**src/hw/rtl/hcl2rgb_pkg.sv**
```systemverilog
// ----------------------------------------------------------------------------
// hcl2rgb_pkg: shared types and constants for the HCL to RGB converter
// Reciprocal constants for the constant dividers, luma weights, sector codes
// and the per-channel result type.
// ----------------------------------------------------------------------------
`default_nettype none

package hcl2rgb_pkg;

    localparam int HUE_W   = 15;
    localparam int LEVEL_W = 17;
    localparam int Q_W     = 10;  // hue / sector width, at most 8 for any hue
    localparam int Q6_W    = 8;   // sector count / 6

    // floor(x / 60) = (x * 34953) >> 21, exact for x < 2^15
    localparam logic [15:0] DIV60_MUL   = 16'd34953;
    localparam int          DIV60_SHIFT = 21;
    // floor(q / 6) = (q * 1366) >> 13, exact for q < 1024
    localparam logic [10:0] DIV6_MUL    = 11'd1366;
    localparam int          DIV6_SHIFT  = 13;
    // floor(z / 25) = (z * 5243) >> 17, exact for z < 6400
    localparam logic [12:0] DIV25_MUL   = 13'd5243;
    localparam int          DIV25_SHIFT = 17;

    // Luma weights in percent
    localparam int WEIGHT_R   = 30;
    localparam int WEIGHT_G   = 59;
    localparam int WEIGHT_B   = 11;
    localparam int WEIGHT_SUM = 100;

    // 255 / 6000 reduces to 17 / 400; half of 400 gives the rounding offset
    localparam int CHAN_MUL   = 17;
    localparam int ROUND_HALF = 200;
    // 256 * 400: at or above this the rounded channel exceeds 255
    localparam logic [16:0] SAT_LIMIT = 17'd102400;

    typedef enum logic [2:0] {
        SECT_RED_YEL = 3'd0,
        SECT_YEL_GRN = 3'd1,
        SECT_GRN_CYN = 3'd2,
        SECT_CYN_BLU = 3'd3,
        SECT_BLU_MAG = 3'd4,
        SECT_MAG_RED = 3'd5
    } sector_t;

    typedef struct packed {
        logic [7:0] value;
        logic       clip;
    } chan_res_t;

endpackage

`default_nettype wire

```
**src/hw/rtl/hcl2rgb_chan.sv**
```systemverilog
// ----------------------------------------------------------------------------
// hcl2rgb_chan: channel scale, round and saturate
// Forms one channel numerator, scales it by 255 over the common denominator,
// rounds half away from zero and saturates to 0..255 over three stages.
// ----------------------------------------------------------------------------
`default_nettype none

module hcl2rgb_chan
    import hcl2rgb_pkg::*;
#(
    parameter int PW = 29,
    parameter int NW = 38,
    parameter int K  = 22
) (
    input  wire logic            aclk,
    input  wire logic            advance,
    input  wire logic [PW-1:0]   ch,
    input  wire logic [NW-1:0]   base,
    output chan_res_t            res
);

    localparam int AW = NW + 5;

    logic [NW-1:0] mag_reg, mag_next;
    logic          neg_a_reg, neg_a_next;
    logic [12:0]   z_reg, z_next;
    logic          big_reg, big_next;
    logic          neg_b_reg, neg_b_next;
    chan_res_t     res_reg, res_next;

    logic [NW-1:0] num;
    logic [AW-1:0] acc;
    logic [AW-1:0] y;
    logic [25:0]   p25;
    logic [7:0]    t;

    // numerator = 100 * channel + offset, kept as sign and magnitude
    always_comb begin
        num        = NW'(ch) * NW'(WEIGHT_SUM) + base;
        neg_a_next = num[NW-1];
        mag_next   = num[NW-1] ? (~num + NW'(1)) : num;
    end

    // drop the low K bits after adding half the divisor
    always_comb begin
        acc        = AW'(mag_reg) * AW'(CHAN_MUL) + (AW'(ROUND_HALF) << K);
        y          = acc >> K;
        big_next   = (y >= AW'(SAT_LIMIT));
        z_next     = y[16:4];
        neg_b_next = neg_a_reg;
    end

    always_comb begin
        p25 = 26'(z_reg) * 26'(DIV25_MUL);
        t   = p25[DIV25_SHIFT +: 8];
        if (neg_b_reg) begin
            res_next.value = 8'd0;
            res_next.clip  = big_reg || (t != 8'd0);
        end else if (big_reg) begin
            res_next.value = 8'hFF;
            res_next.clip  = 1'b1;
        end else begin
            res_next.value = t;
            res_next.clip  = 1'b0;
        end
    end

    always_ff @(posedge aclk) begin
        if (advance) begin
            mag_reg   <= mag_next;
            neg_a_reg <= neg_a_next;
            z_reg     <= z_next;
            big_reg   <= big_next;
            neg_b_reg <= neg_b_next;
            res_reg   <= res_next;
        end
    end

    assign res = res_reg;

endmodule

`default_nettype wire

```
**src/hw/rtl/hcl_to_rgb_convert.sv**
```systemverilog
// Throughput: one request per cycle; a stall on m_tready holds every stage.
// The whole datapath is a single stall-together pipeline whose depth is set
// by the sector divide, the chroma multiply and the round/saturate stages.
// Reset (aresetn low, synchronous) clears the stage valid bits only.
// ----------------------------------------------------------------------------
// hcl_to_rgb_convert: HCL to RGB colour conversion, Rec.601 luma weights
// Splits the hue into a sector and position, builds chroma and the second
// component, adds the luma offset and rounds each channel to 8 bits.
// ----------------------------------------------------------------------------
`default_nettype none

module hcl_to_rgb_convert
    import hcl2rgb_pkg::*;
#(
    parameter int LEVEL_QBITS = 16,
    parameter int HUE_QBITS   = 6
) (
    input  wire logic        aclk,
    input  wire logic        aresetn,
    input  wire logic        s_tvalid,
    output logic             s_tready,
    input  wire logic [55:0] s_tdata,  // hue_angle[14:0], chroma_level[31:15],
                                       // luma_level[48:32], zero pad
    output logic             m_tvalid,
    input  wire logic        m_tready,
    output logic [23:0]      m_tdata,  // red_out[7:0], green_out[15:8],
                                       // blue_out[23:16]
    output logic             m_tuser   // clipped
);

    localparam int WB    = HUE_QBITS + 6;    // sector width in hue units
    localparam int PW    = WB + LEVEL_W;     // chroma times hue units
    localparam int NW    = PW + 9;           // signed channel numerator
    localparam int K     = HUE_QBITS + LEVEL_QBITS;
    localparam int DEPTH = 7;
    localparam logic [WB-1:0] WSEC = WB'(60 << HUE_QBITS);

    logic advance;
    logic [DEPTH-1:0] valid_reg, valid_next;

    // stage 1
    logic [HUE_W-1:0]   hue1_reg, hue1_next;
    logic [LEVEL_W-1:0] c1_reg, c1_next, l1_reg, l1_next;
    logic [Q_W-1:0]     qd1_reg, qd1_next;
    // stage 2
    sector_t            sect2_reg, sect2_next;
    logic [WB-1:0]      pos2_reg, pos2_next;
    logic [LEVEL_W-1:0] c2_reg, c2_next, l2_reg, l2_next;
    // stage 3
    sector_t            sect3_reg, sect3_next;
    logic [PW-1:0]      cc3_reg, cc3_next, xx3_reg, xx3_next, lw3_reg, lw3_next;
    // stage 4
    logic [PW-1:0]      r4_reg, r4_next, g4_reg, g4_next, b4_reg, b4_next;
    logic [NW-1:0]      base4_reg, base4_next;

    logic [HUE_W-1:0] xh;
    logic [30:0]      p60;
    logic [20:0]      p6;
    logic [Q6_W-1:0]  q6;
    logic [Q_W-1:0]   rem6;
    logic [31:0]      qw;
    logic [HUE_W-1:0] posf;
    logic [WB-1:0]    qq;
    logic [NW-1:0]    wsum;

    chan_res_t res_r, res_g, res_b;

    // the whole pipe moves unless a finished result is held at the output
    assign advance    = !valid_reg[DEPTH-1] || m_tready;
    assign s_tready   = advance;
    assign valid_next = {valid_reg[DEPTH-2:0], s_tvalid};

    // stage 1: hue / (60 << HUE_QBITS) by reciprocal
    always_comb begin
        hue1_next = s_tdata[14:0];
        c1_next   = s_tdata[31:15];
        l1_next   = s_tdata[48:32];
        xh        = s_tdata[14:0] >> HUE_QBITS;
        p60       = 31'(xh) * 31'(DIV60_MUL);
        qd1_next  = p60[DIV60_SHIFT +: Q_W];
    end

    // stage 2: sector = quotient mod 6, position within the sector
    always_comb begin
        p6         = 21'(qd1_reg) * 21'(DIV6_MUL);
        q6         = p6[DIV6_SHIFT +: Q6_W];
        rem6       = qd1_reg - Q_W'(11'(q6) * 11'd6);
        sect2_next = sector_t'(rem6[2:0]);
        qw         = (32'(qd1_reg) * 32'd60) << HUE_QBITS;
        posf       = hue1_reg - qw[HUE_W-1:0];
        pos2_next  = WB'(posf);
        c2_next    = c1_reg;
        l2_next    = l1_reg;
    end

    // stage 3: triangle position and the three products
    always_comb begin
        qq         = sect2_reg[0] ? (WSEC - pos2_reg) : pos2_reg;
        cc3_next   = PW'(c2_reg) * PW'(WSEC);
        xx3_next   = PW'(c2_reg) * PW'(qq);
        lw3_next   = PW'(l2_reg) * PW'(WSEC);
        sect3_next = sect2_reg;
    end

    // stage 4: order chroma, second component and zero; luma offset
    always_comb begin
        unique case (sect3_reg)
            SECT_RED_YEL: begin
                r4_next = cc3_reg; g4_next = xx3_reg; b4_next = '0;
            end
            SECT_YEL_GRN: begin
                r4_next = xx3_reg; g4_next = cc3_reg; b4_next = '0;
            end
            SECT_GRN_CYN: begin
                r4_next = '0; g4_next = cc3_reg; b4_next = xx3_reg;
            end
            SECT_CYN_BLU: begin
                r4_next = '0; g4_next = xx3_reg; b4_next = cc3_reg;
            end
            SECT_BLU_MAG: begin
                r4_next = xx3_reg; g4_next = '0; b4_next = cc3_reg;
            end
            default: begin
                r4_next = cc3_reg; g4_next = '0; b4_next = xx3_reg;
            end
        endcase
        wsum = NW'(r4_next) * NW'(WEIGHT_R) + NW'(g4_next) * NW'(WEIGHT_G)
             + NW'(b4_next) * NW'(WEIGHT_B);
        base4_next = NW'(lw3_reg) * NW'(WEIGHT_SUM) - wsum;
    end

    always_ff @(posedge aclk) begin
        if (!aresetn) begin
            valid_reg <= '0;
        end else if (advance) begin
            valid_reg <= valid_next;
        end
    end

    always_ff @(posedge aclk) begin
        if (advance) begin
            hue1_reg  <= hue1_next;
            c1_reg    <= c1_next;
            l1_reg    <= l1_next;
            qd1_reg   <= qd1_next;
            sect2_reg <= sect2_next;
            pos2_reg  <= pos2_next;
            c2_reg    <= c2_next;
            l2_reg    <= l2_next;
            sect3_reg <= sect3_next;
            cc3_reg   <= cc3_next;
            xx3_reg   <= xx3_next;
            lw3_reg   <= lw3_next;
            r4_reg    <= r4_next;
            g4_reg    <= g4_next;
            b4_reg    <= b4_next;
            base4_reg <= base4_next;
        end
    end

    hcl2rgb_chan #(.PW(PW), .NW(NW), .K(K)) u_chan_r (
        .aclk    (aclk),
        .advance (advance),
        .ch      (r4_reg),
        .base    (base4_reg),
        .res     (res_r)
    );

    hcl2rgb_chan #(.PW(PW), .NW(NW), .K(K)) u_chan_g (
        .aclk    (aclk),
        .advance (advance),
        .ch      (g4_reg),
        .base    (base4_reg),
        .res     (res_g)
    );

    hcl2rgb_chan #(.PW(PW), .NW(NW), .K(K)) u_chan_b (
        .aclk    (aclk),
        .advance (advance),
        .ch      (b4_reg),
        .base    (base4_reg),
        .res     (res_b)
    );

    assign m_tvalid = valid_reg[DEPTH-1];
    assign m_tdata  = {res_b.value, res_g.value, res_r.value};
    assign m_tuser  = res_r.clip | res_g.clip | res_b.clip;

endmodule

`default_nettype wire

```
**config.mk**
```make
export PLATFORM = sky130hd
export DESIGN_NAME = hcl_to_rgb_convert
export DESIGN_NICKNAME = d
export VERILOG_FILES = /design/src/hw/rtl/hcl2rgb_pkg.sv /design/src/hw/rtl/hcl2rgb_chan.sv /design/src/hw/rtl/hcl_to_rgb_convert.sv
export SDC_FILE = /design/constraint.sdc
export NUM_CORES = 2
export LEC_CHECK = 0
export BUFFER_PORTS_ARGS = -buffer_cell sky130_fd_sc_hd__clkbuf_2
export CAP_MARGIN = 10
export CORE_ASPECT_RATIO = 1.1
export CORE_MARGIN = 2
export CORE_UTILIZATION = 30
export DETAILED_ROUTE_END_ITERATION = 10
export GPL_TIMING_DRIVEN = 0
export MAX_ROUTING_LAYER = met4
export PLACE_DENSITY = 0.52
export SYNTH_ARGS = -nofsm -noshare
export SYNTH_HDL_FRONTEND = slang
export SYNTH_SLANG_ARGS = --single-unit
```
**constraint.sdc**
```tcl
create_clock -name aclk -period 23.6 [get_ports aclk]
set_clock_uncertainty 0.2 [all_clocks]
set_input_delay 0 -clock aclk [delete_from_list [all_inputs] [get_ports aclk]]
set_output_delay 0 -clock aclk [all_outputs]
set_load 0.02 [all_outputs]
```
==> Word level (Yosys, flattened, before mapping) <==
Cells that the tools add are included.
{ "classes": {"n_addsub": 15, "multipliers": 20, "n_lt_le_gt_ge": 3, "n_eq_ne": 4, "mux": 13, "bitwise_logic": 5, "reduce_logical": 15} }
{ "op_table": {"columns": ["operator", "n"], "rows": [
  ["$pmux 29 s2", 3],
  ["$add 43x30->43 const B", 3],
  ["$mul 38x5->43 const B", 3],
  ["$add 36x38->38", 3],
  ["$add 38x1->38 const B", 3],
  ["$not 38->38", 3],
  ["$mux 37", 3],
  ["$mul 29x5->34 const B", 3],
  ["$mul 13x13->25 const B", 3],
  ["$mul 29x4->33 const B", 2],
  ["$ge 21x17->1 const B", 3],
  ["$mul 17x4->21 const B", 2],
  ["$sub 36x37->38", 1],
  ["$add 36x33->37", 1],
  ["$add 34x35->36", 1],
  ["$mul 29x6->35 const B", 1],
  ["$mul 17x12->29", 1],
  ["$mux 9", 3],
  ["$mul 21x5->26 const B", 1],
  ["$mul 9x16->25 const B", 1],
  ["$reduce_bool 8->1", 3],
  ["$mul 4x10->14 const B", 1],
  ["$mux 12", 1],
  ["$reduce_or 2->1", 6],
  ["other kinds (13)", 20]
]} }
{ "word_totals": {"register_bits": 494, "in_bits": 60, "out_inout_bits": 27, "wordCells": 116} }

==> Longest topological paths before layout <==
{ "logic_depth": {"depth_word": 7, "ltp_mapped": 41, "mapped_depth_nobuf": 38} }

==> Hierarchy <==
A second synthesis with hierarchy kept.
{ "unflattened": {"cells_unflattened": 7364, "hier_area_um2": 72937.5} }
{ "by_module_without_submodules": {"columns": ["mod", "instances", "cells_per_inst", "area_per_inst_um2", "seq_area_each_um2"], "rows": [
  ["hcl_to_rgb_convert", 1, 3191, 34514.4, 9088.7],
  ["hcl2rgb_chan at u_chan_b ...", 2, 1375, 12743.5, 1891.8],
  ["hcl2rgb_chan at u_chan_r", 1, 1423, 12936.2, 1891.8]
]} }

==> Worst setup path after synthesis <==
No wires, ideal clock.
{ "synth_path": {"kind": "register to register", "start": "register valid_reg[6]", "end": "register b4_reg[0] (enable)", "setup_time_ps": 840, "arrival_ps": 10182, "t_required_ps": 22560, "slack_ps": 12378, "path_stages_with_launch": 4, "path_buffers": 1, "synth_period_minus_slack_ps": 11222, "path_cell_list": "dfxtp_1 > nor2b_1 > clkbuf_1 > inv_1"} }
{ "synth_via": {"elab_chain_len": 2} }
{ "synth_rtl": {"columns": ["item", "line_no", "source"], "rows": [
  ["start, declared", "hcl_to_rgb_convert.sv:39", "logic [DEPTH-1:0] valid_reg, valid_next;"],
  ["start signal, assigned", "hcl_to_rgb_convert.sv:136", "valid_reg <= valid_next;"],
  ["$logic_not 1->1", "hcl_to_rgb_convert.sv:69", "assign advance = !valid_reg[DEPTH-1] || m_tready;"],
  ["$logic_or 1x1->1", "hcl_to_rgb_convert.sv:69", null],
  ["net s_tready", "hcl_to_rgb_convert.sv:21", "output logic s_tready,"],
  ["end signal, assigned", "hcl_to_rgb_convert.sv:156", "b4_reg <= b4_next;"],
  ["end, declared", "hcl_to_rgb_convert.sv:53", "logic [PW-1:0] r4_reg, r4_next, g4_reg, g4_next, b4_reg, b4_next;"]
]} }
The timed path passes the listed nets, and every way through them passes these cells.
A chain may end at the register's enable or synchronous reset.

==> Worst setup path after layout <==
{ "layout_path": {"start": "register sect3_reg[2]", "end": "register base4_reg[35] (data pin)"} }
{ "layout_via": {"elab_chain_len": 7, "elab_cells_between_ends": 20, "cone_classes": "add/sub (3); mul (3); eq/ne (4); mux (3); reduce/logical (7)"} }
{ "layout_rtl": {"columns": ["item", "line_no", "source"], "rows": [
  ["start, declared", "hcl_to_rgb_convert.sv:50", "sector_t sect3_reg, sect3_next;"],
  ["start signal, assigned", "hcl_to_rgb_convert.sv:150", "sect3_reg <= sect3_next;"],
  ["$eq 3x3->1 (tied with other cells)", "hcl_to_rgb_convert.sv:107", "unique case (sect3_reg)"],
  ["$reduce_or 2->1 (no line)", null, null],
  ["$pmux 29 s2 (*)", "hcl_to_rgb_convert.sv:107", null],
  ["net r4_next[2]", "hcl_to_rgb_convert.sv:53", null],
  ["$mul 29x4->33 (*)", "hcl_to_rgb_convert.sv:127", "wsum = NW'(r4_next) * NW'(WEIGHT_R) + NW'(g4_next) * NW'(WEIGHT_G)"],
  ["$add 34x35->36 (*)", "hcl_to_rgb_convert.sv:127", null],
  ["$add 36x33->37 (*)", "hcl_to_rgb_convert.sv:128", "+ NW'(b4_next) * NW'(WEIGHT_B);"],
  ["$sub 36x37->38 (*)", "hcl_to_rgb_convert.sv:129", "base4_next = NW'(lw3_reg) * NW'(WEIGHT_SUM) - wsum;"],
  ["net base4_next[35]", "hcl_to_rgb_convert.sv:54", "logic [NW-1:0] base4_reg, base4_next;"],
  ["end signal, assigned", "hcl_to_rgb_convert.sv:157", "base4_reg <= base4_next;"],
  ["end, declared", "hcl_to_rgb_convert.sv:54", null]
]} }
The timed path passes the listed nets; every way through them passes the cells marked *.

==> out/results.tsv <==
metric	value	unit
required	23.81	ns
fin_crit	12.18	ns
ys_seq_area_frac	0.207	
synth_top_area_cell	ha_1	
rows	187	
dpl_cell_area	0.0754	mm^2
synth_edf_count	485	
cpMaxStageDelayCell	clkbuf_1	
endpoint	base4_reg[35]$_DFFE_PP_	
design_area	0.0788	mm^2
overflow	0	
path_clk_slew	0.06	ns
n_antenna_cell	0	
fin_util	0.334	
drcViolationCount	0	
r2r-end	base4_reg[35]$_DFFE_PP_	
hold_viol	0	
routedWlPerCell	15.7	um
tns	0	ns
synth_top_area_frac	0.233	
grt_pass1_vias	51800	
htreeDepth	3	
start_kind	flop	
reg2reg_slack	11.42	ns
setup_viol	0	
placed_cells	10300	
cts_tree	yes	
timing.rr.start	sect3_reg[2]$_DFFE_PP_	
rsz0062_at_grt	false	
async_flop_share	0	
cp-end-kind	flop	
routed_via_density	4.65	
clock_sinks	492	
grt_usage	0.144	
insertion_delay	0.68	ns
reg2regPathDepth	34	
portBuffers	79	
vias	49000	
relSlewSlack	0.282	
status	completed	
syn_inst	7128	
yosysWarnings	0	
max_slew.worst_pin.slew	1.07	ns
hold_class	in -> reg	
ys.flop_type	edfxtp_1	
ant_nets	0	
synth.net_count	9268	
syn_area	0.0710	mm^2
drt_iter0_drc	2196	
post_cts_buffers	0	
crit_fanout	10	
criticalPathCategory	reg -> reg	
start_util	0.301	
wl	165000	um
die_width	468	um
antenna_found_initial	1	
cp-startpoint	sect3_reg[2]$_DFFE_PP_	
pin_count	87	
period_share	0.516	
synthTopCellsByCount	inv_1, ha_1, fa_1	
die_area	0.241	mm^2
grt_pass1_wl	269000	um
drt_pass1_iterations	5	
die_h	514	um
fillCellCount	24000	
syn_to_final_growth	11.0	%
nNetsFinal	9529	
design.core.area	0.236	mm^2
synth.avg_cell_area	9.96	um^2
post-dp-hpwl	143000	um
cts_buffers	67	
maxCapViolations	0	
gp_congestion	0.891	
maxSlewViolCount	0	
grt_max_degree	126	
cp.arrival	12.39	ns
max_freq	0.0821	GHz
cts_root_buf	clkbuf_16	
max_stage_delay	0.61	ns
synth.most_common_cell	inv_1	
synth-seq-cells	492	
fin_cells	10600	
yosysUniqueCellTypes	95	
cts_buffer_depth	3	
drive_gt1_frac	0.0375	
synth_area_leaders	ha_1, fa_1, edfxtp_1	
cpMostUsedCell	fa_1	
==> layout by cell type (no fill, tap or decap), drive strengths merged, types with 21 or more instances in the layout <==
cell	n
a211oi	37
a21o	156
a21oi	364
a22o	21
a22oi	46
a31oi	53
and2	68
and3	51
buf	38
clkbuf	243
clkinv	21
dlygate4sd3	107
edfxtp	485
fa	755
ha	1325
inv	1468
nand2	341
nand2b	50
nand3	81
nand4	31
nor2	303
nor2b	89
nor3	113
nor4	21
o211ai	26
o21a	74
o21ai	200
o21bai	55
o31ai	21
or2	24
or3	25
xnor2	374
xor2	116
==> routing by layer <==
layer  global-route usage  wire length (um)
met3               0.0128              3530
met5                    -                 0
met1                0.175             74700
met2                0.250             81300
met4               0.0463              5760
==> metrics by stage <==
| stage | hold WS [ns] | setup WS, ns |
|---|---|---|
| floorplan | -0.101 | 12.38 |
| global placement | -0.0233 | 7.82 |
| detailed placement | -0.0214 | 11.38 |
| CTS | 0.118 | 11.35 |
| global route | 0.183 | 10.69 |
| finish | 0.186 | 11.42 |
==> what timing repair did <==
action	in CTS	in global routing
gates resized for setup	0	0
hold endpoints to repair	57	0
hold buffers	107	0
==> final cells by class <==
cell class / instances / area [um^2] / area share
timing repair buffer: 192 / 1590 / 0.0201
inverter: 1460 / 5490 / 0.0696
sequential: 492 / 14700 / 0.187
clock inverter: 42 / 557 / 0.00707
tap: 3118 / 3900 / 0.0495
clock buffer: 78 / 1750 / 0.0222
buffer: 118 / 537 / 0.00681
multi-input combinational: 5058 / 50300 / 0.638
==> cells by family after synthesis <==
kind of cell,count (synthesis),share of synthesized area
fa+ha+maj,2081,0.446
simple gates,1253,0.0869
flops,492,0.207
buf+inv,1578,0.0847
xor+xnor,490,0.0604
mux,10,0.00146
compound gates,1224,0.113
==> worst max-delay path, delay by kind of cell (launching register included) <==
family / cells / cell delay [ns]
adders and majority gates: 9 / 4.00
AOI/OAI and AO/OA: 11 / 3.46
and+or+nand+nor: 10 / 2.28
buffers and inverters: 4 / 1.50
DFF: 1 / 0.46
==> how the worst min path moves through the flow <==
| stage | from | to | slack [ns] | cells after the start |
|---|---|---|---|---|
| final | s_tdata[13] | qd1_reg[1]$_DFFE_PP_ | 0.19 | 4 |
| after floorplan | s_tdata[15] | c1_reg[0]$_DFFE_PP_ | -0.10 | 0 |
| after CTS | s_tdata[13] | qd1_reg[1]$_DFFE_PP_ | 0.12 | 4 |
| after global placement | s_tdata[22] | c1_reg[7]$_DFFE_PP_ | -0.02 | 1 |
| after global routing | s_tdata[13] | qd1_reg[1]$_DFFE_PP_ | 0.18 | 4 |
| after detailed placement | s_tdata[22] | c1_reg[7]$_DFFE_PP_ | -0.02 | 1 |
Power is not shown: default switching activity piles up to over one toggle a cycle in this logic, so the estimate is an artifact.
